===== config.mk =====
export PLATFORM = sky130hd
export DESIGN_NAME = ble_adv_beacon_classifier_unit_flat
export DESIGN_NICKNAME = d
export VERILOG_FILES = /design/src/hw/rtl/bcls_pkg.sv /design/src/hw/rtl/bcls_req_if.sv /design/src/hw/rtl/bcls_rsp_if.sv /design/src/hw/rtl/ble_adv_beacon_classifier_unit.sv /design/src/hw/rtl/bcls_front.sv /design/src/hw/rtl/bcls_queue.sv /design/src/hw/rtl/bcls_back.sv /design/src/flat_wrapper.sv
export SDC_FILE = /design/constraint.sdc
export NUM_CORES = 1
export LEC_CHECK = 0
export BUFFER_PORTS_ARGS = -buffer_cell sky130_fd_sc_hd__buf_2
export CELL_PAD_IN_SITES_DETAIL_PLACEMENT = 0
export CELL_PAD_IN_SITES_GLOBAL_PLACEMENT = 1
export CORE_AREA = 2 2 140 142
export DETAILED_ROUTE_END_ITERATION = 8
export DIE_AREA = 0 0 142 144
export PLACE_DENSITY = 0.73
export SLEW_MARGIN = 5
export SYNTH_ARGS = -nofsm -noshare
export SYNTH_HDL_FRONTEND = slang
export SYNTH_SLANG_ARGS = --single-unit

===== constraint.sdc =====
create_clock -name clock -period 4.3 [get_ports clock]
set_clock_uncertainty 0.15 [all_clocks]
set_input_delay 0.43 -clock clock [delete_from_list [all_inputs] [get_ports clock]]
set_output_delay 0.43 -clock clock [all_outputs]
set_load 0.01 [all_outputs]

===== src/hw/rtl/bcls_pkg.sv =====
// ----------------------------------------------------------------------------
// bcls_pkg
// Shared types and constants of the advertising beacon classifier.
// ----------------------------------------------------------------------------
package bcls_pkg;

   // parse phase codes
   localparam logic [1:0] PH_LEN  = 2'd0;
   localparam logic [1:0] PH_TYPE = 2'd1;
   localparam logic [1:0] PH_SKIP = 2'd2;

   // structure type codes
   localparam logic [7:0] TYPE_SHORT_NAME = 8'h08;
   localparam logic [7:0] TYPE_FULL_NAME  = 8'h09;
   localparam logic [7:0] TYPE_MANUF      = 8'hFF;

   // manufacturer record match values
   localparam logic [15:0] COMPANY_CODE = 16'h004C;
   localparam logic [15:0] KIND_CODE    = 16'h1502;
   localparam logic [7:0]  MANUF_LEN    = 8'h19;

   // capture offsets within the manufacturer data
   localparam int          CAP_POS_W      = 5;
   localparam logic [4:0]  CAPTURE_LEN    = 5'd25;
   localparam logic [4:0]  CAP_COMPANY_LO = 5'd0;
   localparam logic [4:0]  CAP_COMPANY_HI = 5'd1;
   localparam logic [4:0]  CAP_KIND_LO    = 5'd2;
   localparam logic [4:0]  CAP_KIND_HI    = 5'd3;
   localparam logic [4:0]  CAP_MAJOR_LO   = 5'd21;
   localparam logic [4:0]  CAP_MINOR_HI   = 5'd22;
   localparam logic [4:0]  CAP_MINOR_LO   = 5'd23;

   // result queue between front and back
   localparam int QUEUE_DEPTH = 2;
   localparam int QUEUE_PTR_W = 1;
   localparam int QUEUE_CNT_W = 2;

   typedef struct packed {
      logic signed [7:0] report_dbm;
      logic [7:0]        group_code;
      logic [15:0]       beacon_ident;
   } bcls_item_type;

   typedef struct packed {
      logic                   full;
      logic                   not_empty;
      logic [QUEUE_CNT_W-1:0] count;
   } q_stat_type;

endpackage


===== src/hw/rtl/bcls_req_if.sv =====
// ----------------------------------------------------------------------------
// bcls_req_if
// Input channel: one advertising byte per beat.
// ----------------------------------------------------------------------------
interface bcls_req_if;
   logic              valid;
   logic              ready;
   logic [7:0]        data_byte;
   logic signed [7:0] signal_dbm;
   logic              last_byte;

   modport source (output valid, data_byte, signal_dbm, last_byte, input ready);
   modport sink   (input valid, data_byte, signal_dbm, last_byte, output ready);
endinterface


===== src/hw/rtl/bcls_rsp_if.sv =====
// ----------------------------------------------------------------------------
// bcls_rsp_if
// Result channel: one beacon report per beat.
// ----------------------------------------------------------------------------
interface bcls_rsp_if;
   logic              valid;
   logic              ready;
   logic signed [7:0] report_dbm;
   logic [7:0]        group_code;
   logic [15:0]       beacon_ident;

   modport source (output valid, report_dbm, group_code, beacon_ident, input ready);
   modport sink   (input valid, report_dbm, group_code, beacon_ident, output ready);
endinterface


===== src/hw/rtl/ble_adv_beacon_classifier_unit.sv =====
// Path: a report from the last byte is written into the queue, then loaded
// into the output register that drives rsp valid, once that register is free.
// Throughput: one advertising byte per cycle; the walker updates in one step.
// Input stalls only when the two-entry report queue is full.
// Reset (synchronous, active high) clears parse state, queue and output valid;
// the signal threshold returns to -128 dBm.
// ----------------------------------------------------------------------------
// ble_adv_beacon_classifier_unit
// Advertising report parser that emits beacon reports above a signal floor.
// ----------------------------------------------------------------------------
module ble_adv_beacon_classifier_unit (
   input  logic              clock,
   input  logic              reset,
   bcls_req_if.sink          req_port,
   bcls_rsp_if.source        rsp_port,
   input  logic              csr_write_enable,
   input  logic signed [7:0] csr_write_data
);
   import bcls_pkg::*;

   // threshold register; the user must write it only while idle (not enforced here)
   logic signed [7:0] min_rssi_ff, min_rssi_in;

   // front to queue
   logic          push_valid;
   bcls_item_type push_item;

   // queue to back
   logic          pop;
   bcls_item_type pop_item;
   q_stat_type    q_stat;

   assign min_rssi_in = csr_write_enable ? csr_write_data : min_rssi_ff;

   always_ff @(posedge clock) begin
      if (reset) begin
         min_rssi_ff <= 8'sh80;
      end else begin
         min_rssi_ff <= min_rssi_in;
      end
   end

   // front: walks each beat, decides on the last beat of a report
   bcls_front u_front (
      .clock      (clock),
      .reset      (reset),
      .req_port   (req_port),
      .min_rssi   (min_rssi_ff),
      .q_stat     (q_stat),
      .push_valid (push_valid),
      .push_item  (push_item)
   );

   // queue: lets the walker keep going while a report waits downstream
   bcls_queue u_queue (
      .clock      (clock),
      .reset      (reset),
      .push_valid (push_valid),
      .push_item  (push_item),
      .pop        (pop),
      .pop_item   (pop_item),
      .q_stat     (q_stat)
   );

   // back: registered result beat
   bcls_back u_back (
      .clock    (clock),
      .reset    (reset),
      .q_stat   (q_stat),
      .pop_item (pop_item),
      .pop      (pop),
      .rsp_port (rsp_port)
   );

`ifndef NO_ASSERTIONS
   // queue never overfills
   a_queue_bound: assert property (@(posedge clock) disable iff (reset)
      !(push_valid && q_stat.full))
      else $error("report pushed into a full queue");

   // only a last byte can produce a report
   a_push_on_last: assert property (@(posedge clock) disable iff (reset)
      push_valid |-> (req_port.valid && req_port.ready && req_port.last_byte))
      else $error("report pushed without a last byte");

   // a result beat is withdrawn only after it was taken
   a_rsp_drop: assert property (@(posedge clock) disable iff (reset)
      ($fell(rsp_port.valid) && !$past(reset)) |-> $past(rsp_port.ready))
      else $error("result beat dropped before handshake");

   // a nonempty queue with a free output register is drained
   a_drain: assert property (@(posedge clock) disable iff (reset)
      (q_stat.not_empty && !rsp_port.valid) |=> rsp_port.valid)
      else $error("queued report not moved to output");
`endif

endmodule


===== src/hw/rtl/bcls_front.sv =====
// ----------------------------------------------------------------------------
// bcls_front
// Byte walker: parses length/type structures, captures manufacturer data,
// and pushes a report into the queue on a qualifying last byte.
// ----------------------------------------------------------------------------
module bcls_front (
   input  logic                   clock,
   input  logic                   reset,
   bcls_req_if.sink               req_port,
   input  logic signed [7:0]      min_rssi,
   input  bcls_pkg::q_stat_type   q_stat,
   output logic                   push_valid,
   output bcls_pkg::bcls_item_type push_item
);
   import bcls_pkg::*;

   logic [1:0]           phase_ff, phase_in;
   logic [7:0]           left_ff, left_in;
   logic                 name_seen_ff, name_seen_in;
   logic                 manuf_seen_ff, manuf_seen_in;
   logic [7:0]           manuf_len_ff, manuf_len_in;
   logic [CAP_POS_W-1:0] pos_ff, pos_in;
   logic [15:0]          company_ff, company_in;
   logic [15:0]          kind_ff, kind_in;
   logic [7:0]           major_ff, major_in;
   logic [15:0]          minor_ff, minor_in;
   logic                 walk_done_ff, walk_done_in;
   logic                 accept;
   logic                 ok;
   logic [7:0]           b;
   logic [7:0]           rep_major;
   logic [15:0]          rep_minor;

   assign req_port.ready = !q_stat.full;
   assign accept = req_port.valid && req_port.ready;
   assign b = req_port.data_byte;

   always_comb begin
      phase_in      = phase_ff;
      left_in       = left_ff;
      name_seen_in  = name_seen_ff;
      manuf_seen_in = manuf_seen_ff;
      manuf_len_in  = manuf_len_ff;
      pos_in        = pos_ff;
      company_in    = company_ff;
      kind_in       = kind_ff;
      major_in      = major_ff;
      minor_in      = minor_ff;
      walk_done_in  = walk_done_ff;
      ok            = 1'b0;
      rep_major     = '0;
      rep_minor     = '0;
      if (accept) begin
         // capture runs ahead of the walk, on the pre-byte state
         if (manuf_seen_ff && (pos_ff < CAPTURE_LEN)) begin
            case (pos_ff)
               CAP_COMPANY_LO: company_in[7:0]  = b;
               CAP_COMPANY_HI: company_in[15:8] = b;
               CAP_KIND_LO:    kind_in[7:0]     = b;
               CAP_KIND_HI:    kind_in[15:8]    = b;
               CAP_MAJOR_LO:   major_in         = b;
               CAP_MINOR_HI:   minor_in[15:8]   = b;
               CAP_MINOR_LO:   minor_in[7:0]    = b;
               default: ;
            endcase
            pos_in = pos_ff + 1'b1;
         end
         if (!walk_done_ff) begin
            case (phase_ff)
               PH_LEN: begin
                  left_in  = b;
                  phase_in = PH_TYPE;
               end
               PH_TYPE: begin
                  if ((b == TYPE_SHORT_NAME) || (b == TYPE_FULL_NAME)) begin
                     name_seen_in = 1'b1;
                  end else if (b == TYPE_MANUF) begin
                     manuf_seen_in = 1'b1;
                     manuf_len_in  = left_ff - 8'd1;
                     pos_in        = '0;
                     company_in    = '0;
                     kind_in       = '0;
                     major_in      = '0;
                     minor_in      = '0;
                  end
                  if (name_seen_in && manuf_seen_in) begin
                     walk_done_in = 1'b1;
                  end else if (left_ff == 8'd0) begin
                     // zero length: type byte doubles as the next length
                     left_in  = b;
                     phase_in = PH_TYPE;
                  end else if (left_ff == 8'd1) begin
                     left_in  = 8'd0;
                     phase_in = PH_LEN;
                  end else begin
                     left_in  = left_ff - 8'd1;
                     phase_in = PH_SKIP;
                  end
               end
               default: begin
                  if (left_ff != 8'd0) begin
                     left_in = left_ff - 8'd1;
                  end
                  if (left_in == 8'd0) begin
                     phase_in = PH_LEN;
                  end
               end
            endcase
         end
         if (req_port.last_byte) begin
            ok = (req_port.signal_dbm >= min_rssi) && manuf_seen_in
               && (manuf_len_in == MANUF_LEN) && (pos_in == CAPTURE_LEN)
               && (company_in == COMPANY_CODE) && (kind_in == KIND_CODE);
            // report fields are taken before the report state clears
            rep_major     = major_in;
            rep_minor     = minor_in;
            phase_in      = PH_LEN;
            left_in       = '0;
            name_seen_in  = 1'b0;
            manuf_seen_in = 1'b0;
            manuf_len_in  = '0;
            pos_in        = '0;
            company_in    = '0;
            kind_in       = '0;
            major_in      = '0;
            minor_in      = '0;
            walk_done_in  = 1'b0;
         end
      end
   end

   assign push_valid              = ok;
   assign push_item.report_dbm    = req_port.signal_dbm;
   assign push_item.group_code    = rep_major;
   assign push_item.beacon_ident  = rep_minor;

   always_ff @(posedge clock) begin
      if (reset) begin
         phase_ff      <= PH_LEN;
         left_ff       <= '0;
         name_seen_ff  <= 1'b0;
         manuf_seen_ff <= 1'b0;
         manuf_len_ff  <= '0;
         pos_ff        <= '0;
         company_ff    <= '0;
         kind_ff       <= '0;
         major_ff      <= '0;
         minor_ff      <= '0;
         walk_done_ff  <= 1'b0;
      end else begin
         phase_ff      <= phase_in;
         left_ff       <= left_in;
         name_seen_ff  <= name_seen_in;
         manuf_seen_ff <= manuf_seen_in;
         manuf_len_ff  <= manuf_len_in;
         pos_ff        <= pos_in;
         company_ff    <= company_in;
         kind_ff       <= kind_in;
         major_ff      <= major_in;
         minor_ff      <= minor_in;
         walk_done_ff  <= walk_done_in;
      end
   end

endmodule


===== src/hw/rtl/bcls_queue.sv =====
// ----------------------------------------------------------------------------
// bcls_queue
// Small register queue decoupling the byte walker from the result stage.
// ----------------------------------------------------------------------------
module bcls_queue (
   input  logic                    clock,
   input  logic                    reset,
   input  logic                    push_valid,
   input  bcls_pkg::bcls_item_type push_item,
   input  logic                    pop,
   output bcls_pkg::bcls_item_type pop_item,
   output bcls_pkg::q_stat_type    q_stat
);
   import bcls_pkg::*;

   bcls_item_type          entries_ff [QUEUE_DEPTH];
   logic [QUEUE_PTR_W-1:0] wr_ptr_ff, wr_ptr_in;
   logic [QUEUE_PTR_W-1:0] rd_ptr_ff, rd_ptr_in;
   logic [QUEUE_CNT_W-1:0] count_ff, count_in;

   always_comb begin
      wr_ptr_in = push_valid ? wr_ptr_ff + 1'b1 : wr_ptr_ff;
      rd_ptr_in = pop ? rd_ptr_ff + 1'b1 : rd_ptr_ff;
      case ({push_valid, pop})
         2'b10:   count_in = count_ff + 1'b1;
         2'b01:   count_in = count_ff - 1'b1;
         default: count_in = count_ff;
      endcase
   end

   assign pop_item         = entries_ff[rd_ptr_ff];
   assign q_stat.count     = count_ff;
   assign q_stat.full      = (count_ff == QUEUE_CNT_W'(QUEUE_DEPTH));
   assign q_stat.not_empty = (count_ff != '0);

   always_ff @(posedge clock) begin
      if (push_valid) begin
         entries_ff[wr_ptr_ff] <= push_item;
      end
   end

   always_ff @(posedge clock) begin
      if (reset) begin
         wr_ptr_ff <= '0;
         rd_ptr_ff <= '0;
         count_ff  <= '0;
      end else begin
         wr_ptr_ff <= wr_ptr_in;
         rd_ptr_ff <= rd_ptr_in;
         count_ff  <= count_in;
      end
   end

endmodule


===== src/hw/rtl/bcls_back.sv =====
// ----------------------------------------------------------------------------
// bcls_back
// Result stage: output register that drains the queue onto the rsp channel.
// ----------------------------------------------------------------------------
module bcls_back (
   input  logic                    clock,
   input  logic                    reset,
   input  bcls_pkg::q_stat_type    q_stat,
   input  bcls_pkg::bcls_item_type pop_item,
   output logic                    pop,
   bcls_rsp_if.source              rsp_port
);
   import bcls_pkg::*;

   logic          out_valid_ff, out_valid_in;
   bcls_item_type out_item_ff;

   // load when the register is empty or its beat leaves this cycle
   assign pop = q_stat.not_empty && (!out_valid_ff || rsp_port.ready);

   always_comb begin
      out_valid_in = out_valid_ff;
      if (pop) begin
         out_valid_in = 1'b1;
      end else if (rsp_port.ready) begin
         out_valid_in = 1'b0;
      end
   end

   assign rsp_port.valid        = out_valid_ff;
   assign rsp_port.report_dbm   = out_item_ff.report_dbm;
   assign rsp_port.group_code   = out_item_ff.group_code;
   assign rsp_port.beacon_ident = out_item_ff.beacon_ident;

   always_ff @(posedge clock) begin
      if (pop) begin
         out_item_ff <= pop_item;
      end
   end

   always_ff @(posedge clock) begin
      if (reset) begin
         out_valid_ff <= 1'b0;
      end else begin
         out_valid_ff <= out_valid_in;
      end
   end

endmodule

===== src/flat_wrapper.sv =====
// flat-port wrapper written by rule: the top's interface ports become plain ports
module ble_adv_beacon_classifier_unit_flat import bcls_pkg::*;
  (clock, reset, csr_write_enable, csr_write_data, req_port_valid, req_port_data_byte, req_port_signal_dbm, req_port_last_byte, req_port_ready, rsp_port_valid, rsp_port_report_dbm, rsp_port_group_code, rsp_port_beacon_ident, rsp_port_ready);
  bcls_req_if req_port_i ();
  bcls_rsp_if rsp_port_i ();
  input  logic clock;
  input  logic reset;
  input  logic csr_write_enable;
  input  logic signed [7:0] csr_write_data;
  input wire logic [$bits(req_port_i.valid)-1:0] req_port_valid;
  input wire logic [$bits(req_port_i.data_byte)-1:0] req_port_data_byte;
  input wire logic [$bits(req_port_i.signal_dbm)-1:0] req_port_signal_dbm;
  input wire logic [$bits(req_port_i.last_byte)-1:0] req_port_last_byte;
  output wire logic [$bits(req_port_i.ready)-1:0] req_port_ready;
  output wire logic [$bits(rsp_port_i.valid)-1:0] rsp_port_valid;
  output wire logic [$bits(rsp_port_i.report_dbm)-1:0] rsp_port_report_dbm;
  output wire logic [$bits(rsp_port_i.group_code)-1:0] rsp_port_group_code;
  output wire logic [$bits(rsp_port_i.beacon_ident)-1:0] rsp_port_beacon_ident;
  input wire logic [$bits(rsp_port_i.ready)-1:0] rsp_port_ready;
  assign req_port_i.valid = req_port_valid;
  assign req_port_i.data_byte = req_port_data_byte;
  assign req_port_i.signal_dbm = req_port_signal_dbm;
  assign req_port_i.last_byte = req_port_last_byte;
  assign req_port_ready = req_port_i.ready;
  assign rsp_port_valid = rsp_port_i.valid;
  assign rsp_port_report_dbm = rsp_port_i.report_dbm;
  assign rsp_port_group_code = rsp_port_i.group_code;
  assign rsp_port_beacon_ident = rsp_port_i.beacon_ident;
  assign rsp_port_i.ready = rsp_port_ready;
  ble_adv_beacon_classifier_unit u_core (.clock(clock), .reset(reset), .req_port(req_port_i), .rsp_port(rsp_port_i), .csr_write_enable(csr_write_enable), .csr_write_data(csr_write_data));
endmodule

# After elaboration in Yosys (flattened, before gate mapping)
# Memory sizes are Yosys's and may differ from the RTL's. A register that Yosys moved wholly into a read port is not among the register bits.
# Cells that the tools add are included.
# word_totals
regBits	95
mem_bits_rw	64
in_bits	30
elab_cells	166
n_memories	1
# mem_list
memory	depth	width	read_ports	rd_clocked_by_memory_dff	wr	line	rtl
u_core.u_queue.entries_ff	2	32	1	1	1	bcls_queue.sv:16	bcls_item_type entries_ff [QUEUE_DEPTH];
# op_classes
add_sub_neg	6
n_lt_le_gt_ge	2
eq_ne	20
mux	94
n_reduce_logical	27
# op_table
operator	n
$mux W16	22
$mux W8	30
$mux W5	7
$mux W1	26
$eq A5 B5 Y1 const B	4
$eq A16 B13 Y1 const B	1
$eq A16 B7 Y1 const B	1
$eq A8 B4 Y1 const B	2
$logic_not A8 Y1	2
$pmux W8 S2	1
$mux W2	6
$eq A5 B2 Y1 const B	2
$logic_and A1 B1 Y1	9
$eq A8 B1 Y1 const B	1
$eq A8 B5 Y1 const B	1
$eq A8 B8 Y1 const B	1
$ge A8 B8 Y1	1
$pmux W2 S2	2
$reduce_bool A2 Y1	4
$reduce_bool A8 Y1	1
$sub A8 B1 Y8 const B	1
$reduce_and A3 Y1	2
$add A5 B1 Y5 const B	1
$eq A5 B1 Y1 const B	1
15 further kinds	20

# Depth between registers and ports, before layout
# depth
word_depth	18
depth_mapped	11

# Modules after synthesis
# From an unflattened synthesis, not the netlist that was laid out.
# unflattened
hier_cells	800
hier_area_um2	8719.6
# by_module_without_submodules
mod	instances	cells_each	area_per_inst_um2	seq_area_each_um2
bcls_front	1	615	4897.2	1641.6
bcls_queue	1	122	2516.2	2021.9
bcls_back	1	37	1016.0	980.9
ble_adv_beacon_classifier_unit	1	26	290.3	160.2

# Worst setup path after synthesis
# OpenSTA, ideal clock, no wires.
# synth_timing
kind	flip-flop to flip-flop
start	register u_core.u_front.pos_ff[3]
end	memory u_core.u_queue.entries_ff[0][0] (netlist name) (enable)
t_arrival_ps	3206
required_ps	3754
setup_slack_ps	548
path_stages_with_launch	9
path_buffers	2
period_less_slack_ps	3752
cell_sequence	dfxtp_1 -> buf_6 -> or4b_4 -> buf_6 -> nor4b_4 -> a31oi_1 -> or4b_1 -> or4b_4 -> nor2_2
# synth_between
elab_chain_len	16
# synth_lines
element	line	rtl
start: declaration	bcls_front.sv:22	logic [CAP_POS_W-1:0] pos_ff, pos_in;
start signal: assignment	bcls_front.sv:156	pos_ff <= pos_in;
$lt A5 B5 Y1	bcls_front.sv:55	if (manuf_seen_ff && (pos_ff < CAPTURE_LEN)) begin
$logic_and A1 B1 Y1	bcls_front.sv:55	
$mux W5	bcls_front.sv:55	
$mux W5	bcls_front.sv:77	end else if (b == TYPE_MANUF) begin
$mux W5	bcls_front.sv:75	if ((b == TYPE_SHORT_NAME) || (b == TYPE_FULL_NAME)) begin
$mux W5	bcls_front.sv:69	case (phase_ff)
$mux W5	bcls_front.sv:68	if (!walk_done_ff) begin
$mux W5	bcls_front.sv:53	if (accept) begin
$eq A5 B5 Y1	bcls_front.sv:112	&& (manuf_len_in == MANUF_LEN) && (pos_in == CAPTURE_LEN)
$logic_and A1 B1 Y1	bcls_front.sv:112	
$logic_and A1 B1 Y1	bcls_front.sv:113	&& (company_in == COMPANY_CODE) && (kind_in == KIND_CODE);
$logic_and A1 B1 Y1 *	bcls_front.sv:113	
$mux W1 *	bcls_front.sv:110	if (req_port.last_byte) begin
$mux W1 *	bcls_front.sv:53	
$mux W1 *	bcls_queue.sv:37	if (push_valid) begin
$mux W1 (implied by the code) *	bcls_queue.sv:38	entries_ff[wr_ptr_ff] <= push_item;
end: declaration	bcls_queue.sv:16	
# Every way passes the cells marked *; elsewhere a longest branch is shown, timed or not. The select of a mux whose other input is x is not followed.

# Final worst setup path
# layout_timing
start	register u_core.u_front.manuf_seen_ff
end	register u_core.u_queue.count_ff[1]
# layout_between
elab_chain_len	17
# layout_lines
element	line	rtl
start: declaration	bcls_front.sv:20	logic manuf_seen_ff, manuf_seen_in;
start signal: assignment	bcls_front.sv:154	manuf_seen_ff <= manuf_seen_in;
$mux W1	bcls_front.sv:77	
$mux W1	bcls_front.sv:75	
$mux W1	bcls_front.sv:69	
$mux W1	bcls_front.sv:68	
$mux W1	bcls_front.sv:53	
$mux W1	bcls_front.sv:69	
$mux W1	bcls_front.sv:68	
$mux W1	bcls_front.sv:53	
$logic_and A1 B1 Y1	bcls_front.sv:111	ok = (req_port.signal_dbm >= min_rssi) && manuf_seen_in
$logic_and A1 B1 Y1 (2 in series)	bcls_front.sv:112	
$logic_and A1 B1 Y1	bcls_front.sv:113	
$logic_and A1 B1 Y1 *	bcls_front.sv:113	
$mux W1 *	bcls_front.sv:110	
$mux W1 *	bcls_front.sv:53	
$eq A2 B1 Y1 or $eq A2 B2 Y1 (tied branches)	bcls_queue.sv:24	case ({push_valid, pop})
$pmux W2 S2 or $reduce_bool A2 Y1 (tied branches)	--	
end signal: assignment	bcls_queue.sv:50	count_ff <= count_in;
end: declaration	bcls_queue.sv:19	logic [QUEUE_CNT_W-1:0] count_ff, count_in;
# Marks and branches as above.
# A chain may end at the register's enable or synchronous reset.

==> flow_summary_export.csv <==
group,metric,value,unit
yosys,synthesis.area,8370,um2
yosys,synth.most_common_cell,"sky130_fd_sc_hd__nor2_1",
yosys,netlist.area_leader.share,34.4,%
yosys,synth_edf_count,96,
routing,num_vias,6267,
critical_path,worst_ep_arrival_time,3960,ps
critical_path,critical-path-slowest-cell,"sky130_fd_sc_hd__or4b_4",
placement,place_hpwl,13.0,mm
placement,finalWeightedCongestion,0.883,
sta,unrepaired_setup_endpoints_after_global_routing,"no",
critical_path,critical_path_peak_fanout,12,
clock_network,cts_made_buffers,17,
sta,finalSetupViolCount,0,
finish,final_layout_size_suffix_gt1_share,19.3,%
routing,drt_first_pass_iters,5,
placement,place_worst_setup_slack,602,ps
yosys,synth-async-reset-ratio,0,%
sta,fin_worst_hold_slack,52.6,ps
critical_path,top_delay_family_on_crit_path,"simple AND/OR/NAND/NOR gates",
finish,area.growth.synth_to_final,13.1,%
sta,headroom_to_the_max_slew_limit,14.5,%
routing,number_of_violations_reported_at_the_end_of_detailed_routing_iteration_0,557,
placement,placedCellCount,1036,
global_routing,antenna_found_initial,0,
routing,wire_per_inst,18.5,um
global_routing,grt_pass1_vias,5905,
clock_network,clk_latency_worst_skew_pair,440,ps
floorplan,floorplan.die_area,20400,um2
critical_path,worst_path_cell_chain,"or4b_4 > nor4_1 > a21oi_1 > or4b_1 > or4b_4 > ha_1 > or3_1 > a21oi_1",
clock_network,h_tree_levels,4,
yosys,yosys.cell_types.count,66,
sta,period_share,87.2,%
clock_network,tritoncts,"done",
run,cap_violations,0,
routing,ant_nets,0,
power,static-leakage-power,2.96,nW
floorplan,dieWidth,142,um
yosys,synth.yosys.seq_area_share,57.2,%
global_routing,grt_usage,19.6,%
finish,layout.cells.non_filler,1068,
finish,final_area,9470,um2
critical_path,timing.critical_path.from_type,"register",
routing,drcViolationCount,0,
yosys,synth.ff_latch_count,191,
floorplan,core,19100,um2
yosys,synth_fp_nets,814,
critical_path,critical_path_class,"reg2reg",
sta,tightest_pin_transition,1270,ps
clock_network,cts_sinks,191,
finish,layout.core_utilization,49.6,%
yosys,netlist_top_cells_count,"sky130_fd_sc_hd__nor2_1 (101), sky130_fd_sc_hd__edfxtp_1 (96), sky130_fd_sc_hd__dfxtp_1 (95)",
finish,insertedDiodeCount,0,
clock_network,post_cts_resized,0,
routing,route.detailed.vias_per_inst,5.87,
sta,timing.fmax,267,MHz
finish,final_net_count,862,
critical_path,cp.required,4510,ps
min_path,holdCritPathClass,"in2reg",
power,worst_ir_drop_vdd,0.298,mV
power,total_power,3.63,mW
floorplan,floorplan.rows,51,
yosys,mapped_cells,769,
floorplan,initial_utilization,43.9,%
global_routing,total_congestion_overflow,0,
placement,io_buffer_count,63,
floorplan,boundaryPins,64,
clock_network,clkTransAtPathRegs,70,ps
placement,placedInstanceArea,8910,um2
sta,final-hold-violation-count,0,
clock_network,cts_hold_buffers,0,
routing,detail_route.wirelength,19.7,mm
yosys,dominantRegCellSynth,"sky130_fd_sc_hd__edfxtp_1",
critical_path,critPathMaxStageDelay,610,ps
yosys,yosys-top-cells-area,"sky130_fd_sc_hd__edfxtp_1 (34%), sky130_fd_sc_hd__dfxtp_1 (23%), sky130_fd_sc_hd__a32oi_1 (6.0%)",
global_routing,wire_length_of_the_first_global_routing_pass,31.3,mm
global_routing,maximum_number_of_pins_on_one_net_before_global_route_repair,56,
yosys,synth.yosys.warnings,0,
yosys,postSynthAreaPerCell,10.9,um2
critical_path,worstSetupEndpointType,"register",
sta,summed_negative_setup_slack_over_all_endpoints,0,ps
yosys,synthDominantAreaCellType,"sky130_fd_sc_hd__edfxtp_1",
clock_network,clockBufferDepth,2,
critical_path,critical_path_buf_inv_count,0,
clock_network,postCtsSetupRepairBufs,0,
sta,maxSlewViolCount,0,
floorplan,die-height,144,um
clock_network,clock_root_buffer,"sky130_fd_sc_hd__clkbuf_16",
sta,finalWorstPathRequiredPeriod,3750,ps
sta,timing.final.ws_setup,549,ps
power,powerDensity,383,nW/um2
outcome,status,"completed",
-- cell type report --
class                      count  area, um2
inverter                      23       86.3
clock inverter                14        123
fill                        1702       9610
tap                          238        298
timing repair buffer          80        443
sequential                   191       4780
clock buffer                  18        439
multi-input combinational    504       3290
-- registers in the layout, summed over array words and instances, names as in the netlist, 2 cells and up --
register,flops
u_core.u_back.rsp_port.group_code,8
u_core.u_front.kind_ff,16
u_core.u_queue.count_ff,2
u_core.u_front.pos_ff,5
u_core.u_back.rsp_port.report_dbm,8
u_core.u_back.rsp_port.beacon_ident,16
u_core.min_rssi_ff,8
u_core.u_front.minor_ff,16
u_core.u_front.company_ff,16
u_core.u_front.manuf_len_ff,8
u_core.u_front.phase_ff,2
u_core.u_queue.entries_ff,64
u_core.u_front.left_ff,8
u_core.u_front.major_ff,8
-- worst register-to-register path: stages, from the launching register on --
cell	delay, ps
sky130_fd_sc_hd__dfxtp_1	540
sky130_fd_sc_hd__or4b_4	610
sky130_fd_sc_hd__nor4_1	330
sky130_fd_sc_hd__a21oi_1	80
sky130_fd_sc_hd__or4b_1	560
sky130_fd_sc_hd__or4b_4	580
sky130_fd_sc_hd__ha_1	340
sky130_fd_sc_hd__or3_1	360
sky130_fd_sc_hd__a21oi_1	150
-- report_power, final --
part           leakage, nW  internal [mW]  switching [mW]
registers             1.45           1.90          0.0112
clock network        0.278          0.776           0.726
logic                 1.24         0.0673           0.144
total                 2.96           2.75           0.881
-- path summary, 6_finish.rpt --
| kind | slack, ps | start | endpoint | cells after the start |
|---|---|---|---|---|
| worst max-delay path | 550 | u_core.u_front.manuf_seen_ff | u_core.u_queue.count_ff[1] | 8 |
| worst min-delay path | 50 | req_port_signal_dbm[2] | u_core.u_queue.entries_ff[1][26] | 1 |
| worst max register to register | 550 | u_core.u_front.manuf_seen_ff | u_core.u_queue.count_ff[1] | 8 |
| worst min register to register | 310 | u_core.u_front.manuf_len_ff[0] | u_core.u_front.manuf_len_ff[0] | 2 |
-- logic make-up (layout without fill, tap and decap cells) --
family / after synthesis / after routing / synth area share (%)
multiplexers: 43 / 43 / 5.65
adder cells (fa/ha/maj): 15 / 15 / 2.24
buffers and inverters: 74 / 135 / 3.54
XOR/XNOR: 8 / 8 / 0.837
AND/OR/NAND/NOR: 258 / 258 / 15.2
AO/OA/AOI/OAI: 180 / 180 / 15.4
flip-flops: 191 / 191 / 57.2
-- layer usage --
| metal | global-route usage [%] | wire (um) | vias up |
|---|---|---|---|
| li1 | - | - | 2993 |
| met1 | 26.6 | 8980 | 3035 |
| met2 | 31.8 | 9420 | 213 |
| met3 | 3.54 | 1040 | 26 |
| met4 | 6.68 | 293 | 0 |
| met5 | 0 | 0 | - |
-- cells in the final DEF (no fill, tap or decap), types with 6 or more instances in the layout --
| cell | n |
|---|---|
| sky130_fd_sc_hd__nor2_1 | 100 |
| sky130_fd_sc_hd__edfxtp_1 | 96 |
| sky130_fd_sc_hd__dfxtp_1 | 95 |
| sky130_fd_sc_hd__buf_2 | 63 |
| sky130_fd_sc_hd__a32oi_1 | 57 |
| sky130_fd_sc_hd__nand2_1 | 52 |
| sky130_fd_sc_hd__a21oi_1 | 48 |
| sky130_fd_sc_hd__mux2_2 | 34 |
| sky130_fd_sc_hd__nand3_1 | 31 |
| sky130_fd_sc_hd__inv_1 | 23 |
| sky130_fd_sc_hd__clkbuf_16 | 17 |
| sky130_fd_sc_hd__buf_4 | 17 |
| sky130_fd_sc_hd__ha_1 | 15 |
| sky130_fd_sc_hd__o21ai_0 | 12 |
| sky130_fd_sc_hd__nor3_1 | 12 |
| sky130_fd_sc_hd__nor4_1 | 10 |
| sky130_fd_sc_hd__mux2i_1 | 9 |
| sky130_fd_sc_hd__a22oi_1 | 8 |
| sky130_fd_sc_hd__a31oi_1 | 8 |
| sky130_fd_sc_hd__nand2b_1 | 7 |
| sky130_fd_sc_hd__a21o_1 | 7 |
| sky130_fd_sc_hd__o211ai_1 | 6 |
| sky130_fd_sc_hd__nor2b_1 | 6 |
| sky130_fd_sc_hd__xnor2_1 | 6 |
Note: power is estimated with default switching activity, not from simulation.
